[config.mk]
export PLATFORM = sky130hd
export DESIGN_NAME = seconds_to_calendar_time
export DESIGN_NICKNAME = d
export VERILOG_FILES = /design/src/s2ct_pkg.sv /design/src/s2ct_queue.sv /design/src/s2ct_front.sv /design/src/s2ct_back.sv /design/src/seconds_to_calendar_time.sv
export SDC_FILE = /design/constraint.sdc
export NUM_CORES = 1
export LEC_CHECK = 0
export ABC_CLOCK_PERIOD_IN_PS = 6240
export BUFFER_PORTS_ARGS = -buffer_cell sky130_fd_sc_hd__buf_4
export CORE_MARGIN = 4
export CORE_UTILIZATION = 40
export DETAILED_ROUTE_END_ITERATION = 8
export PLACE_DENSITY = 0.55
export SYNTH_ARGS = -nofsm -noshare
export SYNTH_HDL_FRONTEND = slang
export SYNTH_SLANG_ARGS = --single-unit
[constraint.sdc]
create_clock -name clk_i -period 6.24 [get_ports clk_i]
set_input_delay 0.624 -clock clk_i [delete_from_list [all_inputs] [get_ports clk_i]]
set_output_delay 0.624 -clock clk_i [all_outputs]
set_load 0.005 [all_outputs]
[src/s2ct_pkg.sv]
// ----------------------------------------------------------------------------
// s2ct_pkg
// shared widths, constants, queue entry type and month table
// ----------------------------------------------------------------------------
package s2ct_pkg;

  // field widths
  localparam int unsigned SECS_W  = 25;
  localparam int unsigned MICRO_W = 20;
  localparam int unsigned YEAR_W  = 16;
  localparam int unsigned DOY_W   = 9;
  localparam int unsigned REST_W  = 17;
  localparam int unsigned REM_W   = 12;
  localparam int unsigned MON_W   = 4;
  localparam int unsigned DAY_W   = 5;
  localparam int unsigned HOUR_W  = 5;
  localparam int unsigned MIN_W   = 6;
  localparam int unsigned SEC_W   = 6;

  // stream widths
  localparam int unsigned IN_DATA_W  = 48;
  localparam int unsigned OUT_DATA_W = 48;

  // time constants
  localparam logic [REST_W-1:0]  DAY_SECS    = 17'd86400;
  localparam logic [REM_W-1:0]   HOUR_SECS   = 12'd3600;
  localparam logic [MIN_W-1:0]   MIN_SECS    = 6'd60;
  localparam logic [MICRO_W-1:0] MICRO_MAX   = 20'd999999;
  localparam logic [DOY_W-1:0]   COMMON_DAYS = 9'd365;
  localparam logic [YEAR_W-1:0]  YEAR_RESET  = 16'd2000;

  // reciprocals for constant division: q = (x * RECIP) >> SHIFT
  localparam int unsigned        DAY_RECIP_W  = 18;
  localparam logic [17:0]        DAY_RECIP    = 18'd198841;
  localparam int unsigned        DAY_SHIFT    = 34;
  localparam int unsigned        HOUR_RECIP_W = 16;
  localparam logic [15:0]        HOUR_RECIP   = 16'd37283;
  localparam int unsigned        HOUR_SHIFT   = 27;
  localparam int unsigned        MIN_RECIP_W  = 12;
  localparam logic [11:0]        MIN_RECIP    = 12'd2185;
  localparam int unsigned        MIN_SHIFT    = 17;

  // divisibility by 25 via modular inverse
  localparam logic [YEAR_W-1:0]  INV25     = 16'd23593;
  localparam logic [YEAR_W-1:0]  DIV25_LIM = 16'd2621;

  // month codes
  localparam int unsigned        MONTHS   = 12;
  localparam logic [MON_W-1:0]   FEBRUARY = 4'd1;
  localparam logic [MON_W-1:0]   DECEMBER = 4'd12;
  localparam logic [DAY_W-1:0]   LAST_DAY = 5'd31;
  localparam logic [HOUR_W-1:0]  LAST_HOUR = 5'd23;
  localparam logic [MIN_W-1:0]   LAST_MIN  = 6'd59;
  localparam logic [SEC_W-1:0]   LAST_SEC  = 6'd59;

  // decoupling queue
  localparam int unsigned QDEPTH = 4;
  localparam int unsigned QPTR_W = $clog2(QDEPTH);
  localparam int unsigned QCNT_W = $clog2(QDEPTH + 1);

  // item handed from front to back
  typedef struct packed {
    logic [DOY_W-1:0]   doy;
    logic [REST_W-1:0]  rest;
    logic [MICRO_W-1:0] micro;
    logic               leap;
    logic               past;
  } entry_t;

  // first day of the year of a month (0 = january)
  function automatic logic [DOY_W-1:0] month_start(input logic [MON_W-1:0] m,
                                                   input logic leap);
    logic [DOY_W-1:0] base;
    case (m)
      4'd0:    base = 9'd0;
      4'd1:    base = 9'd31;
      4'd2:    base = 9'd59;
      4'd3:    base = 9'd90;
      4'd4:    base = 9'd120;
      4'd5:    base = 9'd151;
      4'd6:    base = 9'd181;
      4'd7:    base = 9'd212;
      4'd8:    base = 9'd243;
      4'd9:    base = 9'd273;
      4'd10:   base = 9'd304;
      4'd11:   base = 9'd334;
      default: base = 9'd334;
    endcase
    if (m > FEBRUARY) begin
      base = base + {{(DOY_W-1){1'b0}}, leap};
    end
    return base;
  endfunction

endpackage

[src/s2ct_queue.sv]
// ----------------------------------------------------------------------------
// s2ct_queue
// short flip-flop queue that decouples front and back
// ----------------------------------------------------------------------------
module s2ct_queue (
  input  logic              clk_i,
  input  logic              rst_ni,
  input  logic              push_valid_i,
  output logic              push_ready_o,
  input  s2ct_pkg::entry_t  push_entry_i,
  output logic              pop_valid_o,
  input  logic              pop_ready_i,
  output s2ct_pkg::entry_t  pop_entry_o
);

  s2ct_pkg::entry_t                  mem_q [s2ct_pkg::QDEPTH];
  logic [s2ct_pkg::QPTR_W-1:0]       wr_ptr_q, wr_ptr_d;
  logic [s2ct_pkg::QPTR_W-1:0]       rd_ptr_q, rd_ptr_d;
  logic [s2ct_pkg::QCNT_W-1:0]       cnt_q, cnt_d;
  logic                              do_push, do_pop;

  localparam logic [s2ct_pkg::QCNT_W-1:0] FULL = s2ct_pkg::QCNT_W'(s2ct_pkg::QDEPTH);
  localparam logic [s2ct_pkg::QPTR_W-1:0] LAST = s2ct_pkg::QPTR_W'(s2ct_pkg::QDEPTH - 1);

  assign push_ready_o = (cnt_q != FULL);
  assign pop_valid_o  = (cnt_q != '0);
  assign pop_entry_o  = mem_q[rd_ptr_q];
  assign do_push      = push_valid_i && push_ready_o;
  assign do_pop       = pop_valid_o && pop_ready_i;

  // pointer and fill count update
  always_comb begin
    wr_ptr_d = wr_ptr_q;
    rd_ptr_d = rd_ptr_q;
    cnt_d    = cnt_q;
    if (do_push) begin
      wr_ptr_d = (wr_ptr_q == LAST) ? '0 : wr_ptr_q + 1'b1;
    end
    if (do_pop) begin
      rd_ptr_d = (rd_ptr_q == LAST) ? '0 : rd_ptr_q + 1'b1;
    end
    if (do_push && !do_pop) begin
      cnt_d = cnt_q + 1'b1;
    end else if (!do_push && do_pop) begin
      cnt_d = cnt_q - 1'b1;
    end
  end

  always_ff @(posedge clk_i or negedge rst_ni) begin
    if (!rst_ni) begin
      wr_ptr_q <= '0;
      rd_ptr_q <= '0;
      cnt_q    <= '0;
    end else begin
      wr_ptr_q <= wr_ptr_d;
      rd_ptr_q <= rd_ptr_d;
      cnt_q    <= cnt_d;
    end
  end

  // storage
  always_ff @(posedge clk_i) begin
    if (do_push) begin
      mem_q[wr_ptr_q] <= push_entry_i;
    end
  end

endmodule

[src/s2ct_front.sv]
// ----------------------------------------------------------------------------
// s2ct_front
// accepts timestamps, splits off the day of the year and classifies overflow
// ----------------------------------------------------------------------------
module s2ct_front (
  input  logic                            clk_i,
  input  logic                            rst_ni,
  input  logic                            in_valid_i,
  output logic                            in_ready_o,
  input  logic [s2ct_pkg::SECS_W-1:0]     secs_i,
  input  logic [s2ct_pkg::MICRO_W-1:0]    micro_i,
  input  logic [s2ct_pkg::YEAR_W-1:0]     year_i,
  output logic                            push_valid_o,
  input  logic                            push_ready_i,
  output s2ct_pkg::entry_t                push_entry_o
);

  localparam int unsigned QPROD_W = s2ct_pkg::SECS_W + s2ct_pkg::DAY_RECIP_W;
  localparam int unsigned DPROD_W = s2ct_pkg::DOY_W + s2ct_pkg::REST_W;

  logic                          v_q, v_d;
  logic [s2ct_pkg::SECS_W-1:0]   secs_q;
  logic [s2ct_pkg::MICRO_W-1:0]  micro_q, micro_sat;
  logic [s2ct_pkg::DOY_W-1:0]    qa_q, qa;
  logic                          leap_q, leap;
  logic [QPROD_W-1:0]            qprod;
  logic [2*s2ct_pkg::YEAR_W-1:0] yprod;
  logic                          div25;
  logic [DPROD_W-1:0]            dprod;
  logic [s2ct_pkg::SECS_W-1:0]   diff;
  logic                          wrap;
  logic [s2ct_pkg::DOY_W-1:0]    doy;
  logic [s2ct_pkg::SECS_W-1:0]   rest_wide;

  assign in_ready_o = !v_q || push_ready_i;

  // estimate of the day of the year, low by at most one
  assign qprod = QPROD_W'(secs_i) * QPROD_W'(s2ct_pkg::DAY_RECIP);
  assign qa    = qprod[s2ct_pkg::DAY_SHIFT +: s2ct_pkg::DOY_W];

  // leap year: divisible by 4, and not by 100 unless by 400
  assign yprod = (2*s2ct_pkg::YEAR_W)'(year_i) * (2*s2ct_pkg::YEAR_W)'(s2ct_pkg::INV25);
  assign div25 = (yprod[s2ct_pkg::YEAR_W-1:0] <= s2ct_pkg::DIV25_LIM);
  assign leap  = (year_i[1:0] == 2'b00) && (!div25 || (year_i[3:0] == 4'b0000));

  // fraction clamp
  assign micro_sat = (micro_i > s2ct_pkg::MICRO_MAX) ? s2ct_pkg::MICRO_MAX : micro_i;

  // stage valid
  always_comb begin
    v_d = v_q;
    if (in_ready_o) begin
      v_d = in_valid_i;
    end
  end

  always_ff @(posedge clk_i or negedge rst_ni) begin
    if (!rst_ni) begin
      v_q <= 1'b0;
    end else begin
      v_q <= v_d;
    end
  end

  // stage payload
  always_ff @(posedge clk_i) begin
    if (in_ready_o && in_valid_i) begin
      secs_q  <= secs_i;
      micro_q <= micro_sat;
      qa_q    <= qa;
      leap_q  <= leap;
    end
  end

  // correct the estimate and find the rest of the day
  assign dprod     = DPROD_W'(qa_q) * DPROD_W'(s2ct_pkg::DAY_SECS);
  assign diff      = secs_q - dprod[s2ct_pkg::SECS_W-1:0];
  assign wrap      = (diff >= s2ct_pkg::SECS_W'(s2ct_pkg::DAY_SECS));
  assign doy       = qa_q + {{(s2ct_pkg::DOY_W-1){1'b0}}, wrap};
  assign rest_wide = wrap ? (diff - s2ct_pkg::SECS_W'(s2ct_pkg::DAY_SECS)) : diff;

  // queue entry
  always_comb begin
    push_entry_o.doy   = doy;
    push_entry_o.rest  = rest_wide[s2ct_pkg::REST_W-1:0];
    push_entry_o.micro = micro_q;
    push_entry_o.leap  = leap_q;
    push_entry_o.past  = (doy >= (s2ct_pkg::COMMON_DAYS +
                                  {{(s2ct_pkg::DOY_W-1){1'b0}}, leap_q}));
  end

  assign push_valid_o = v_q;

endmodule

[src/s2ct_back.sv]
// ----------------------------------------------------------------------------
// s2ct_back
// four-stage pipeline: month and hour, minute remainder, minute, second
// ----------------------------------------------------------------------------
module s2ct_back (
  input  logic                            clk_i,
  input  logic                            rst_ni,
  input  logic                            pop_valid_i,
  output logic                            pop_ready_o,
  input  s2ct_pkg::entry_t                pop_entry_i,
  output logic                            out_valid_o,
  input  logic                            out_ready_i,
  output logic [s2ct_pkg::MON_W-1:0]      month_o,
  output logic [s2ct_pkg::DAY_W-1:0]      day_o,
  output logic [s2ct_pkg::HOUR_W-1:0]     hour_o,
  output logic [s2ct_pkg::MIN_W-1:0]      minute_o,
  output logic [s2ct_pkg::SEC_W-1:0]      second_o,
  output logic [s2ct_pkg::MICRO_W-1:0]    micro_o,
  output logic                            past_o
);

  localparam int unsigned HPROD_W = s2ct_pkg::REST_W + s2ct_pkg::HOUR_RECIP_W;
  localparam int unsigned HSEC_W  = s2ct_pkg::HOUR_W + s2ct_pkg::REM_W;
  localparam int unsigned MPROD_W = s2ct_pkg::REM_W + s2ct_pkg::MIN_RECIP_W;
  localparam int unsigned MSEC_W  = 2 * s2ct_pkg::MIN_W;

  logic b1_v_q, b2_v_q, b3_v_q, o_v_q;
  logic b1_en, b2_en, b3_en, o_en;

  // stage payloads
  logic [s2ct_pkg::MON_W-1:0]    b1_mon_q,  b2_mon_q,  b3_mon_q;
  logic [s2ct_pkg::DAY_W-1:0]    b1_day_q,  b2_day_q,  b3_day_q;
  logic [s2ct_pkg::HOUR_W-1:0]   b1_hour_q, b2_hour_q, b3_hour_q;
  logic [s2ct_pkg::MICRO_W-1:0]  b1_micro_q, b2_micro_q, b3_micro_q;
  logic                          b1_past_q, b2_past_q, b3_past_q;
  logic [s2ct_pkg::REST_W-1:0]   b1_rest_q;
  logic [s2ct_pkg::REM_W-1:0]    b2_rem_q, b3_rem_q;
  logic [s2ct_pkg::MIN_W-1:0]    b3_min_q;

  // combinational results
  logic [s2ct_pkg::MON_W-1:0]    mon_idx;
  logic [s2ct_pkg::DOY_W-1:0]    start;
  logic [s2ct_pkg::DOY_W-1:0]    day_wide;
  logic [HPROD_W-1:0]            hprod;
  logic [HSEC_W-1:0]             hsec;
  logic [s2ct_pkg::REST_W-1:0]   rem_wide;
  logic [MPROD_W-1:0]            mprod;
  logic [MSEC_W-1:0]             msec;
  logic [s2ct_pkg::REM_W-1:0]    sec_wide;

  // stall chain: a stage loads when empty or when its successor loads
  assign o_en        = !o_v_q || out_ready_i;
  assign b3_en       = !b3_v_q || o_en;
  assign b2_en       = !b2_v_q || b3_en;
  assign b1_en       = !b1_v_q || b2_en;
  assign pop_ready_o = b1_en;

  always_ff @(posedge clk_i or negedge rst_ni) begin
    if (!rst_ni) begin
      b1_v_q <= 1'b0;
      b2_v_q <= 1'b0;
      b3_v_q <= 1'b0;
      o_v_q  <= 1'b0;
    end else begin
      if (b1_en) b1_v_q <= pop_valid_i;
      if (b2_en) b2_v_q <= b1_v_q;
      if (b3_en) b3_v_q <= b2_v_q;
      if (o_en)  o_v_q  <= b3_v_q;
    end
  end

  // month lookup: last month whose first day is not after the day of the year
  always_comb begin
    mon_idx = '0;
    for (int m = 0; m < s2ct_pkg::MONTHS; m++) begin
      if (pop_entry_i.doy >= s2ct_pkg::month_start(s2ct_pkg::MON_W'(m), pop_entry_i.leap)) begin
        mon_idx = s2ct_pkg::MON_W'(m);
      end
    end
  end

  assign start    = s2ct_pkg::month_start(mon_idx, pop_entry_i.leap);
  assign day_wide = pop_entry_i.doy - start + 1'b1;
  assign hprod    = HPROD_W'(pop_entry_i.rest) * HPROD_W'(s2ct_pkg::HOUR_RECIP);

  // stage 1: month, day and hour
  always_ff @(posedge clk_i) begin
    if (b1_en) begin
      b1_mon_q   <= mon_idx + 1'b1;
      b1_day_q   <= day_wide[s2ct_pkg::DAY_W-1:0];
      b1_hour_q  <= hprod[s2ct_pkg::HOUR_SHIFT +: s2ct_pkg::HOUR_W];
      b1_rest_q  <= pop_entry_i.rest;
      b1_micro_q <= pop_entry_i.micro;
      b1_past_q  <= pop_entry_i.past;
    end
  end

  // stage 2: seconds left within the hour
  assign hsec     = HSEC_W'(b1_hour_q) * HSEC_W'(s2ct_pkg::HOUR_SECS);
  assign rem_wide = b1_rest_q - hsec[s2ct_pkg::REST_W-1:0];

  always_ff @(posedge clk_i) begin
    if (b2_en) begin
      b2_mon_q   <= b1_mon_q;
      b2_day_q   <= b1_day_q;
      b2_hour_q  <= b1_hour_q;
      b2_rem_q   <= rem_wide[s2ct_pkg::REM_W-1:0];
      b2_micro_q <= b1_micro_q;
      b2_past_q  <= b1_past_q;
    end
  end

  // stage 3: minute
  assign mprod = MPROD_W'(b2_rem_q) * MPROD_W'(s2ct_pkg::MIN_RECIP);

  always_ff @(posedge clk_i) begin
    if (b3_en) begin
      b3_mon_q   <= b2_mon_q;
      b3_day_q   <= b2_day_q;
      b3_hour_q  <= b2_hour_q;
      b3_rem_q   <= b2_rem_q;
      b3_min_q   <= mprod[s2ct_pkg::MIN_SHIFT +: s2ct_pkg::MIN_W];
      b3_micro_q <= b2_micro_q;
      b3_past_q  <= b2_past_q;
    end
  end

  // output stage: second, then clamp past the year end
  assign msec     = MSEC_W'(b3_min_q) * MSEC_W'(s2ct_pkg::MIN_SECS);
  assign sec_wide = b3_rem_q - msec;

  always_ff @(posedge clk_i) begin
    if (o_en) begin
      micro_o <= b3_micro_q;
      past_o  <= b3_past_q;
      if (b3_past_q) begin
        month_o  <= s2ct_pkg::DECEMBER;
        day_o    <= s2ct_pkg::LAST_DAY;
        hour_o   <= s2ct_pkg::LAST_HOUR;
        minute_o <= s2ct_pkg::LAST_MIN;
        second_o <= s2ct_pkg::LAST_SEC;
      end else begin
        month_o  <= b3_mon_q;
        day_o    <= b3_day_q;
        hour_o   <= b3_hour_q;
        minute_o <= b3_min_q;
        second_o <= sec_wide[s2ct_pkg::SEC_W-1:0];
      end
    end
  end

  assign out_valid_o = o_v_q;

endmodule

[src/seconds_to_calendar_time.sv]
// ----------------------------------------------------------------------------
// seconds_to_calendar_time
// seconds of the year to month, day and time of day
// ----------------------------------------------------------------------------
// Converts a timestamp counted from January 1 00:00:00 into month, day of
// month, hour, minute, second and the microsecond fraction, one item per
// clock cycle sustained while the output side does not stall. On its way an
// item passes one front stage, a write into the four-entry queue, and four
// back stages ending in the output register. The front stalls only when
// the queue is full, the back only on the output side. The leap rule follows
// calendar_year; the user is to have it written through cfg_we_i only while
// no item is in flight, which the block itself does not enforce. Timestamps
// past the year end come out as December 31 23:59:59 with tuser set, and
// fractions above 999999 are clamped.
// ----------------------------------------------------------------------------
module seconds_to_calendar_time (
  input  logic        clk_i,
  input  logic        rst_ni,
  // config: calendar_year
  input  logic        cfg_we_i,
  input  logic [15:0] cfg_data_i,
  // input stream
  input  logic        s_axis_tvalid,
  output logic        s_axis_tready,
  input  logic [47:0] s_axis_tdata,  // whole_seconds[24:0], micro_fraction[44:25], zeros
  // output stream
  output logic        m_axis_tvalid,
  input  logic        m_axis_tready,
  output logic [47:0] m_axis_tdata,  // month_number[3:0], day_of_month[8:4],
                                     // hour_of_day[13:9], minute_of_hour[19:14],
                                     // second_of_minute[25:20], micro_out[45:26], zeros
  output logic [0:0]  m_axis_tuser   // past_year_end[0]
);

  logic [s2ct_pkg::YEAR_W-1:0]  year_q;
  logic                         push_valid, push_ready;
  logic                         pop_valid, pop_ready;
  s2ct_pkg::entry_t             push_entry, pop_entry;
  logic [s2ct_pkg::MON_W-1:0]   month;
  logic [s2ct_pkg::DAY_W-1:0]   day;
  logic [s2ct_pkg::HOUR_W-1:0]  hour;
  logic [s2ct_pkg::MIN_W-1:0]   minute;
  logic [s2ct_pkg::SEC_W-1:0]   second;
  logic [s2ct_pkg::MICRO_W-1:0] micro;
  logic                         past;

  // calendar year register
  always_ff @(posedge clk_i or negedge rst_ni) begin
    if (!rst_ni) begin
      year_q <= s2ct_pkg::YEAR_RESET;
    end else if (cfg_we_i) begin
      year_q <= cfg_data_i;
    end
  end

  s2ct_front u_front (
    .clk_i        (clk_i),
    .rst_ni       (rst_ni),
    .in_valid_i   (s_axis_tvalid),
    .in_ready_o   (s_axis_tready),
    .secs_i       (s_axis_tdata[24:0]),
    .micro_i      (s_axis_tdata[44:25]),
    .year_i       (year_q),
    .push_valid_o (push_valid),
    .push_ready_i (push_ready),
    .push_entry_o (push_entry)
  );

  s2ct_queue u_queue (
    .clk_i        (clk_i),
    .rst_ni       (rst_ni),
    .push_valid_i (push_valid),
    .push_ready_o (push_ready),
    .push_entry_i (push_entry),
    .pop_valid_o  (pop_valid),
    .pop_ready_i  (pop_ready),
    .pop_entry_o  (pop_entry)
  );

  s2ct_back u_back (
    .clk_i       (clk_i),
    .rst_ni      (rst_ni),
    .pop_valid_i (pop_valid),
    .pop_ready_o (pop_ready),
    .pop_entry_i (pop_entry),
    .out_valid_o (m_axis_tvalid),
    .out_ready_i (m_axis_tready),
    .month_o     (month),
    .day_o       (day),
    .hour_o      (hour),
    .minute_o    (minute),
    .second_o    (second),
    .micro_o     (micro),
    .past_o      (past)
  );

  // output packing
  assign m_axis_tdata = {2'b00, micro, second, minute, hour, day, month};
  assign m_axis_tuser = past;

endmodule

## Yosys cells after proc, flatten, opt, wreduce, memory -nomap -nowiden

Memories as Yosys holds them, arrays and structs flattened.
Cells that the tools add are included.

- Add/subtract/negate cells: 24
- Multipliers: 7
- $lt $le $gt $ge: 16
- Equality and inequality tests: 3
- Multiplexer cells: 19
- Reduce and logical (&&, ||, !) cells: 24

Operators by type and width:

| kind | count |
|---|---|
| 9-bit >= comparator | 8 |
| 25-bit by 18-bit multiplier with 43-bit output (second input constant) | 1 |
| 8-bit by 1-bit adder with 9-bit output (first input constant) | 4 |
| 9-bit by 1-bit adder with 9-bit output (first input constant) | 4 |
| 17-bit by 16-bit multiplier with 32-bit output (second input constant) | 1 |
| 25-bit by 17-bit >= comparator with 1-bit output (second input constant) | 1 |
| 25-bit subtractor | 1 |
| 12-bit by 12-bit multiplier with 23-bit output (second input constant) | 1 |
| 20-bit > comparator (second input constant) | 1 |
| 9-bit by 8-bit >= comparator with 1-bit output | 2 |
| 9-bit by 10-bit multiplier with 18-bit output (second input constant) | 1 |
| 3-bit 2-to-1 mux | 6 |
| 17-bit 2-to-1 mux | 1 |
| 17-bit subtractor (second input constant) | 1 |
| 7-bit by 1-bit adder with 8-bit output (first input constant) | 2 |
| 16-bit by 12-bit <= comparator with 1-bit output (second input constant) | 1 |
| 16-bit by 15-bit multiplier with 16-bit output (second input constant) | 1 |
| 4-bit 2-to-1 mux | 4 |
| 12-bit subtractor | 1 |
| 9-bit by 1-bit adder with 9-bit output | 1 |
| 9-bit by 5-bit >= comparator with 1-bit output (second input constant) | 1 |
| 9-bit by 7-bit >= comparator with 1-bit output | 1 |
| 1-bit logical NOT | 8 |
| 5-bit by 8-bit multiplier with 8-bit output (second input constant) | 1 |
| other kinds (22) | 39 |

- Register bits after elaboration: 271
- Memory bits (writable): 192
- ROM bits: 144
- Bits of input ports: 69
- Output and inout bits: 51
- Word-level logic and storage cells: 134
- Memories kept: 2

Memories:

| name | words | width | read ports | clocked after memory_dff | wr ports | line | text |
|---|---|---|---|---|---|---|---|
| u_queue.mem_q | 4 | 48 | 1 | 0 | 1 | s2ct_queue.sv:16 | `s2ct_pkg::entry_t mem_q [s2ct_pkg::QDEPTH];` |
| (name not given) | 16 | 9 | 1 | 0 | 0 | s2ct_pkg.sv:74 | `case (m)` |

## Logic depth before layout (Yosys ltp)

Gate-level depths: netlist (run 1).
An unclocked memory read counts as a cell.

- Depth after elaboration: 18
- Mapped depth: 33
- Gate-level depth less buffers: 32

## Cells and area by module

A second synthesis (run 1) with hierarchy kept.

- Cells, all modules: 2409
- Area total of the unflattened synthesis: 32832.7 µm²

Modules (own cells, without submodules):

| module | instances | cells each | area an instance (µm²) | sequential area each (µm²) |
|---|---|---|---|---|
| s2ct_front | 1 | 1187 | 12456.9 | 1676.6 |
| s2ct_back | 1 | 898 | 12355.6 | 5745.5 |
| s2ct_queue | 1 | 287 | 7344.5 | 5940.7 |
| seconds_to_calendar_time | 1 | 37 | 675.6 | 407.9 |

## Worst setup path before layout (run 1)

No wires, ideal clock.

- Kind: register -> register
- Start: register u_front.qa_q[7] in the netlist's numbering
- End: memory u_queue.mem_q[0][0] in the netlist's numbering (data pin)
- Library setup time: 264 ps
- Arrival time: 6543 ps
- Data required time: 5976 ps
- Path slack: -566 ps
- Cell stages (with the launch flop): 31
- Buffers on the path: 1
- Clock period less this slack: 6806 ps
- Cells stage by stage: edfxtp_1 ha_1 inv_1 fa_1 inv_1 fa_1 ha_1 and3b_1 o21a_1 o21ai_0 nand2b_1 a21o_1 a21o_1 xnor2_1 ha_1 and2_1 nand3_1 a211oi_1 or4_1 a221o_1 a211oi_2 o2111ai_1 buf_6 ha_1 inv_1 ha_1 nand2b_1 a21o_1 a31oi_1 nor2_1 o21a_1

RTL lines:

| item | line | text |
|---|---|---|
| start, declared | s2ct_front.sv:24 | `logic [s2ct_pkg::DOY_W-1:0] qa_q, qa;` |
| start signal, assigned | s2ct_front.sv:70 | `qa_q <= qa;` |
| end, declared | s2ct_queue.sv:16 |  |

==> flow_metrics.py, run 1 <==
metrics = {
    "layout": {
        "post_layout_net_count": 3584,
        "postLayoutCellArea_um2": 37700,
        "number_of_antenna_cells_inserted": 0,
        "post-route-util": 0.467,
        "layout-area-overhead-vs-synth_pct": 15.6,
        "layout-drive-gt1-share": 0.170,
    },
    "synth": {
        "post_synth_mux_area_share": 0.0356,
        "synth_edf_count": 435,
        "seq_area_frac_synth": 0.423,
        "yosys_warnings": 0,
        "ys_seq_elements": 463,
        "synth_largest_area_cell": "sky130_fd_sc_hd__edfxtp_1",
        "synthArstFlopShare": 0.0605,
        "synth_top_area_share": 0.401,
        "syn-mean-instance-area_um2": 13.4,
        "synth-compound-area-share": 0.0545,
        "synth.area.top_cells": "sky130_fd_sc_hd__edfxtp_1, sky130_fd_sc_hd__ha_1, sky130_fd_sc_hd__fa_1",
        "synth_simple_gate_area_share": 0.0470,
        "yosys.cell_types.count": 69,
        "synth_fa_ha_area_frac": 0.362,
        "syn-cell-area_um2": 32600,
        "synth_xor_xnor_area_share": 0.0290,
        "postSynthCellCount": 2428,
        "synth_flop_type": "sky130_fd_sc_hd__edfxtp_1",
        "synth_top_family_by_area": "adder cells",
    },
    "sta": {
        "report.final.slew_viol_count": 0,
        "worst_pin_slew_ps": 1170,
        "max_slew_margin": 0.213,
        "portion_of_the_clock_cycle_consumed_by_the_worst_path_in_the_final_layout": 1.09,
        "setup_violators_final": 8,
        "achievable-frequency_mhz": 147,
        "final.setup_skew_ps": 44.7,
        "rsz0062_at_grt": "true",
        "finalWorstPathRequiredPeriod_ps": 6780,
        "fin_hold_ws_ps": 201,
        "final_hold_viol_count": 0,
        "aggregate_negative_setup_slack_ps": -2350,
        "layout_setup_ws_ps": -541,
    },
    "route": {
        "drt-vias-per-instance": 4.92,
        "drt_drc_violations_left": 0,
        "first_iter_violations": 716,
        "antenna_violating_nets_post_route": 0,
        "detailed_route_wire_length_per_cell_um": 16.5,
        "drt_wl_total_um": 62800,
        "dr.pass1.iters": 4,
        "num_vias": 18700,
    },
    "outcome": {
        "result_of_the_run": "complete, but fails checks",
        "violations_in_the_final_reports": "setup timing",
    },
    "clock_network": {
        "tritoncts": "yes",
        "clk_pin_slew_ps": 60,
        "clkSinkCount": 463,
        "cts_inserted_buffers": 50,
        "total_number_of_h_tree_levels": 2,
        "insertion_delay_ps": 620,
        "clockRootBuffer": "sky130_fd_sc_hd__clkbuf_16",
        "clock_path_buffers": 3,
    },
    "critical_path": {
        "arrival_ps": 7130,
        "crit_path_frequent_cell": "sky130_fd_sc_hd__ha_4",
        "start_kind": "flop",
        "critical_path.endpoint_type": "flop",
        "critical_path.max_stage_delay_ps": 530,
        "path_class": "reg2reg",
        "cp.buffers_inverters": 3,
        "timing.critical_path.required_ps": 6590,
        "crit_family": "adder cells",
        "worst-path-max-fanout": 4,
        "crit_slowest_cell": "sky130_fd_sc_hd__fa_1",
    },
    "floorplanning": {
        "die_h_um": 293,
        "floorplan.io_pins": 120,
        "dieArea_um2": 86100,
        "initial_core_util": 0.404,
        "core_area_um2": 80700,
        "placementRows": 104,
        "die_w_um": 293,
    },
    "place": {
        "post_dp_cell_area_um2": 35600,
        "gp_congestion": 0.859,
        "place.detailed.hpwl_um": 47800,
        "buffer_ports.inserted": 114,
    },
    "global_routing": {
        "grt-ovfl-total": 0,
        "grt_pass1_wl_um": 105000,
        "antenna_found_initial": 2,
        "maximum_number_of_pins_on_one_net_before_global_route_repair": 56,
        "grt_pass1_vias": 20500,
        "grt_util_all_layers": 0.150,
    },
    "worst_hold_path": {
        "hp-class": "in2reg",
    },
    "job": {
        "timing.max_cap.violations": 0,
    },
}
## layout by cell type, fill, tap and decap left out, drive strengths merged, types with 23 or more instances in the layout
master and instances:
nand2b 34, nor2 53, or2 28, a21o 41, edfxtp 435, inv 404
nand3 23, ha 598, buf 245, xor2 30, fa 215, xnor2 78
clkbuf 56, nand2 61, clkinv 23, mux4 48, nor3 23, o21ai 59
a21oi 63
## per-layer routing
metal  track usage  up-vias  wire length [um]  share of wire
met3        0.0190       81              1780          0.028
met2         0.263      228             30800           0.49
met5             0        -                29        0.00046
met1         0.199     9266             28700           0.46
met4        0.0396        4              1410          0.022
li1              -     9150                 -              -
## sequential cells by signal, summed over array words and instances (netlist names), 9 cells and up
register,count
u_back.micro_o,20
u_front.qa_q,9
u_back.b1_micro_q,20
u_front.micro_q,20
u_back.b2_rem_q,12
u_queue.mem_q,192
u_front.secs_q,25
u_back.b2_micro_q,20
year_q,16
u_back.b3_micro_q,20
u_back.b1_rest_q,12
## what timing repair did
action                                 CTS  global route
buffers inserted                         9             8
pin swaps                                7             6
hold buffers                             1             0
gates resized for setup                  9            35
endpoints found under the hold margin   22             0
setup endpoints to repair               26            80
gates cloned                             0             0
## cells in the mapped netlist (all sizes together) (3+ instances only)
library cell / instances
dfstp: 6
nand2b: 34
a211o: 3
o21a: 22
a21boi: 4
nand3: 23
buf: 13
a21oi: 63
a211oi: 9
mux2: 7
or2: 28
a2111oi: 6
xnor2: 78
nand4: 11
xor2: 30
o211ai: 7
ha: 598
o21bai: 3
a31oi: 8
a221oi: 5
or4: 4
o2111ai: 4
and3: 8
nor4: 6
nor2: 53
and2: 18
nor3: 23
nand2: 61
inv: 400
o21ai: 59
a21o: 41
or3: 4
dfrtp: 22
edfxtp: 435
fa: 215
mux4: 48
nor2b: 17
o31ai: 11
clkbuf: 12
o22ai: 3
## logic make-up after synthesis
| logic type | Yosys count |
|---|---|
| XOR/XNOR | 108 |
| adder cells (fa/ha/maj) | 813 |
| multiplexers | 55 |
| other | 1 |
| AND/OR/NAND/NOR | 296 |
| AO/OA/AOI/OAI | 267 |
| flip-flops | 463 |
| buffers and inverters | 425 |
## path summary, 6_finish.rpt
check / startpoint / endpoint / slack, ps / depth (start not counted)
worst max-delay path: u_front.qa_q[6] / u_queue.mem_q[1][0] / -540 / 29
worst min-delay path: s_axis_tdata[43] / u_front.micro_q[18] / 200 / 1
worst max register to register: u_front.qa_q[6] / u_queue.mem_q[1][0] / -540 / 29
worst min register to register: u_back.b2_micro_q[9] / u_back.b3_micro_q[9] / 410 / 0
max in group asynchronous: rst_ni / u_queue.rd_ptr_q[1] / 5350 / 2
min in group asynchronous: rst_ni / year_q[15] / 530 / 2
## final cells by class
class	count	area (um^2)
Fill cell	7209	43000
Multi-Input combinational cell	1541	17500
Sequential cell	463	13800
Timing Repair Buffer	246	1860
Inverter	400	1500
Tap cell	1060	1330
Clock buffer	56	1270
Clock inverter	37	450
## through the flow
step | std cells | setup slack [ps]
2_1_floorplan | 2429 | -259
3_3_place_gp | 3694 | -472
3_5_place_dp | 3694 | -548
4_1_cts | 3797 | -495
5_1_grt | 3803 | -788
6_report | 3803 | -541
Power of run 1 is left out: the tool's default activity adds up to more than one toggle a clock period on the data nets, which glitch-free logic cannot reach.
==> run 2, diff against run 1 <==
--- a/config.mk
+++ b/config.mk
@@ -9,6 +9,7 @@
 export BUFFER_PORTS_ARGS = -buffer_cell sky130_fd_sc_hd__buf_4
 export CORE_MARGIN = 4
 export CORE_UTILIZATION = 40
+export CTS_BUF_LIST = sky130_fd_sc_hd__clkbuf_2 sky130_fd_sc_hd__clkbuf_4 sky130_fd_sc_hd__clkbuf_8
 export DETAILED_ROUTE_END_ITERATION = 8
 export PLACE_DENSITY = 0.55
 export SYNTH_ARGS = -nofsm -noshare
==> run 2 against run 1 <==
  * The run still ends with setup timing left
  * Clock-buffer cell count increased by 47
  * Critical path depth unchanged
  * Final cell count increased by 1.5%
  * Global-route usage increased by 0.10 points
  * Non-clock buffer count is 4 higher
  * Sequential cell count stayed put
  * Critical endpoint unchanged
  * Sequential share of layout area barely moved
  * Design area about the same
  * Die area stayed put
  * Utilization is essentially flat
==> flow_metrics.py, run 2 (same netlist as run 1, synthesis figures left out) <==
metrics = {
    "clock_network": {
        "insertion_delay_ps": 680,
        "clockRootBuffer": "sky130_fd_sc_hd__clkbuf_8",
        "tritoncts": "yes",
        "cts_inserted_buffers": 79,
        "total_number_of_h_tree_levels": 3,
        "clkSinkCount": 463,
        "clock_path_buffers": 3,
        "clk_pin_slew_ps": 60,
    },
    "outcome": {
        "violations_in_the_final_reports": "setup timing",
        "result_of_the_run": "complete, but fails checks",
    },
    "place": {
        "post_dp_cell_area_um2": 35600,
        "gp_congestion": 0.859,
        "place.detailed.hpwl_um": 47800,
        "placed_cells": 3694,
        "buffer_ports.inserted": 114,
    },
    "global_routing": {
        "grt_util_all_layers": 0.151,
        "grt-ovfl-total": 0,
        "antenna_found_initial": 3,
        "grt_pass1_vias": 20600,
        "grt_pass1_wl_um": 105000,
        "maximum_number_of_pins_on_one_net_before_global_route_repair": 56,
    },
    "layout": {
        "post_layout_net_count": 3617,
        "largest_register": "u_queue.mem_q",
        "layout_common_cells": "sky130_fd_sc_hd__ha_1, sky130_fd_sc_hd__edfxtp_1, sky130_fd_sc_hd__inv_1, sky130_fd_sc_hd__buf_4, sky130_fd_sc_hd__fa_1",
        "reg.largest.list": "u_queue.mem_q x192, u_front.secs_q x25",
        "layout-area-overhead-vs-synth_pct": 15.7,
        "postLayoutCellArea_um2": 37700,
        "layout-drive-gt1-share": 0.188,
        "final_common_cell": "sky130_fd_sc_hd__ha_1",
        "fillCellCount": 7245,
        "multi_input_comb_area_um2": 17500,
        "final-instance-count-excl-fill": 3859,
        "max_ffs_per_register": 192,
        "final-seq-area_um2": 13800,
    },
    "sta": {
        "final_hold_viol_count": 0,
        "achievable-frequency_mhz": 148,
        "portion_of_the_clock_cycle_consumed_by_the_worst_path_in_the_final_layout": 1.08,
        "max_slew_margin": 0.210,
        "final.setup_skew_ps": 49.3,
        "worst_pin_slew_ps": 1170,
        "rsz0062_at_grt": "true",
        "report.final.slew_viol_count": 0,
        "setup_violators_final": 20,
        "finalWorstPathRequiredPeriod_ps": 6750,
        "layout_setup_ws_ps": -514,
    },
    "worst_hold_path": {
        "startpoint_of_the_lowest_slack_hold_path": "s_axis_tdata[43]",
        "hp-class": "in2reg",
        "whs_path_depth": 1,
    },
    "critical_path": {
        "worst_r2r_startpoint": "u_front.qa_q[6]",
        "worst-path-max-fanout": 4,
        "timing.reg2reg.worst_path_depth": 29,
        "arrival_ps": 7160,
        "crit_slowest_cell": "sky130_fd_sc_hd__fa_1",
        "crit_path_frequent_cell": "sky130_fd_sc_hd__ha_4",
        "timing.critical_path.required_ps": 6640,
        "path_class": "reg2reg",
        "critical_path.endpoint_type": "flop",
        "reg2reg_setup_slack_ps": -510,
        "critical_path.max_stage_delay_ps": 530,
        "crit_start": "u_front.qa_q[6]",
        "start_kind": "flop",
    },
    "route": {
        "detailed_route_wire_length_per_cell_um": 16.4,
        "dr.pass1.iters": 4,
        "drt_drc_violations_left": 0,
        "first_iter_violations": 536,
        "num_vias": 18900,
        "drt_wl_total_um": 63200,
        "drt-vias-per-instance": 4.88,
        "antenna_violating_nets_post_route": 0,
    },
    "floorplanning": {
        "dieArea_um2": 86100,
        "floorplan.io_pins": 120,
        "die_w_um": 293,
        "die_h_um": 293,
        "placementRows": 104,
        "initial_core_util": 0.404,
        "core_area_um2": 80700,
    },
    "job": {
        "timing.max_cap.violations": 0,
    },
}
## run 2: final timing paths
path / end
max: u_queue.mem_q[1][0]
min: u_front.micro_q[18]
min reg2reg: u_back.b3_micro_q[9]
min in group asynchronous: year_q[5]
max in group asynchronous: u_queue.rd_ptr_q[0]
max reg2reg: u_queue.mem_q[1][0]
## run 2: routing by layer
layer | track usage | vias up | share of wire
li1 | - | 9222 | -
met1 | 0.198 | 9278 | 0.45
met2 | 0.262 | 264 | 0.49
met3 | 0.0235 | 83 | 0.034
met4 | 0.0437 | 4 | 0.021
met5 | 0 | - | 0.00046
## run 2: worst max-delay path, delay by kind of cell (launching register included)
| kind | cells | cell delay (ps) |
|---|---|---|
| buffers and inverters | 3 | 120 |
| AO/OA/AOI/OAI | 11 | 2140 |
| XOR/XNOR | 1 | 140 |
| AND/OR/NAND/NOR | 7 | 1190 |
| flip-flops | 1 | 480 |
| adder cells (fa/ha/maj) | 7 | 2410 |
## run 2: stage by stage
step	util	hold WS [ps]	setup WS (ps)	TNS, ps
2_1_floorplan	-	328	-259	-1040
3_3_place_gp	0.441	400	-472	-2200
3_5_place_dp	0.441	405	-548	-3010
5_1_grt	0.467	77.3	-732	-14800
6_report	0.467	143	-514	-3250
4_1_cts	0.464	65.7	-520	-2360
## run 2: area by class of cell
cell class,count,area share
Antenna cell,3,0.000199
Clock buffer,103,0.0336
Clock inverter,39,0.00969
Inverter,400,0.0398
Multi-Input combinational cell,1541,0.465
Sequential cell,463,0.365
Tap cell,1060,0.0352
Timing Repair Buffer,250,0.0508
## run 2: what timing repair did
action                     in CTS  in global routing
cloned                          0                  0
hold buffers                    1                  0
setup endpoints to repair      32                 79
setup buffers                  12                  8
gates resized for setup        10                 47
hold endpoints to repair       22                  0
pin swaps                      12                 20
Power of run 2 is left out for the same reason.
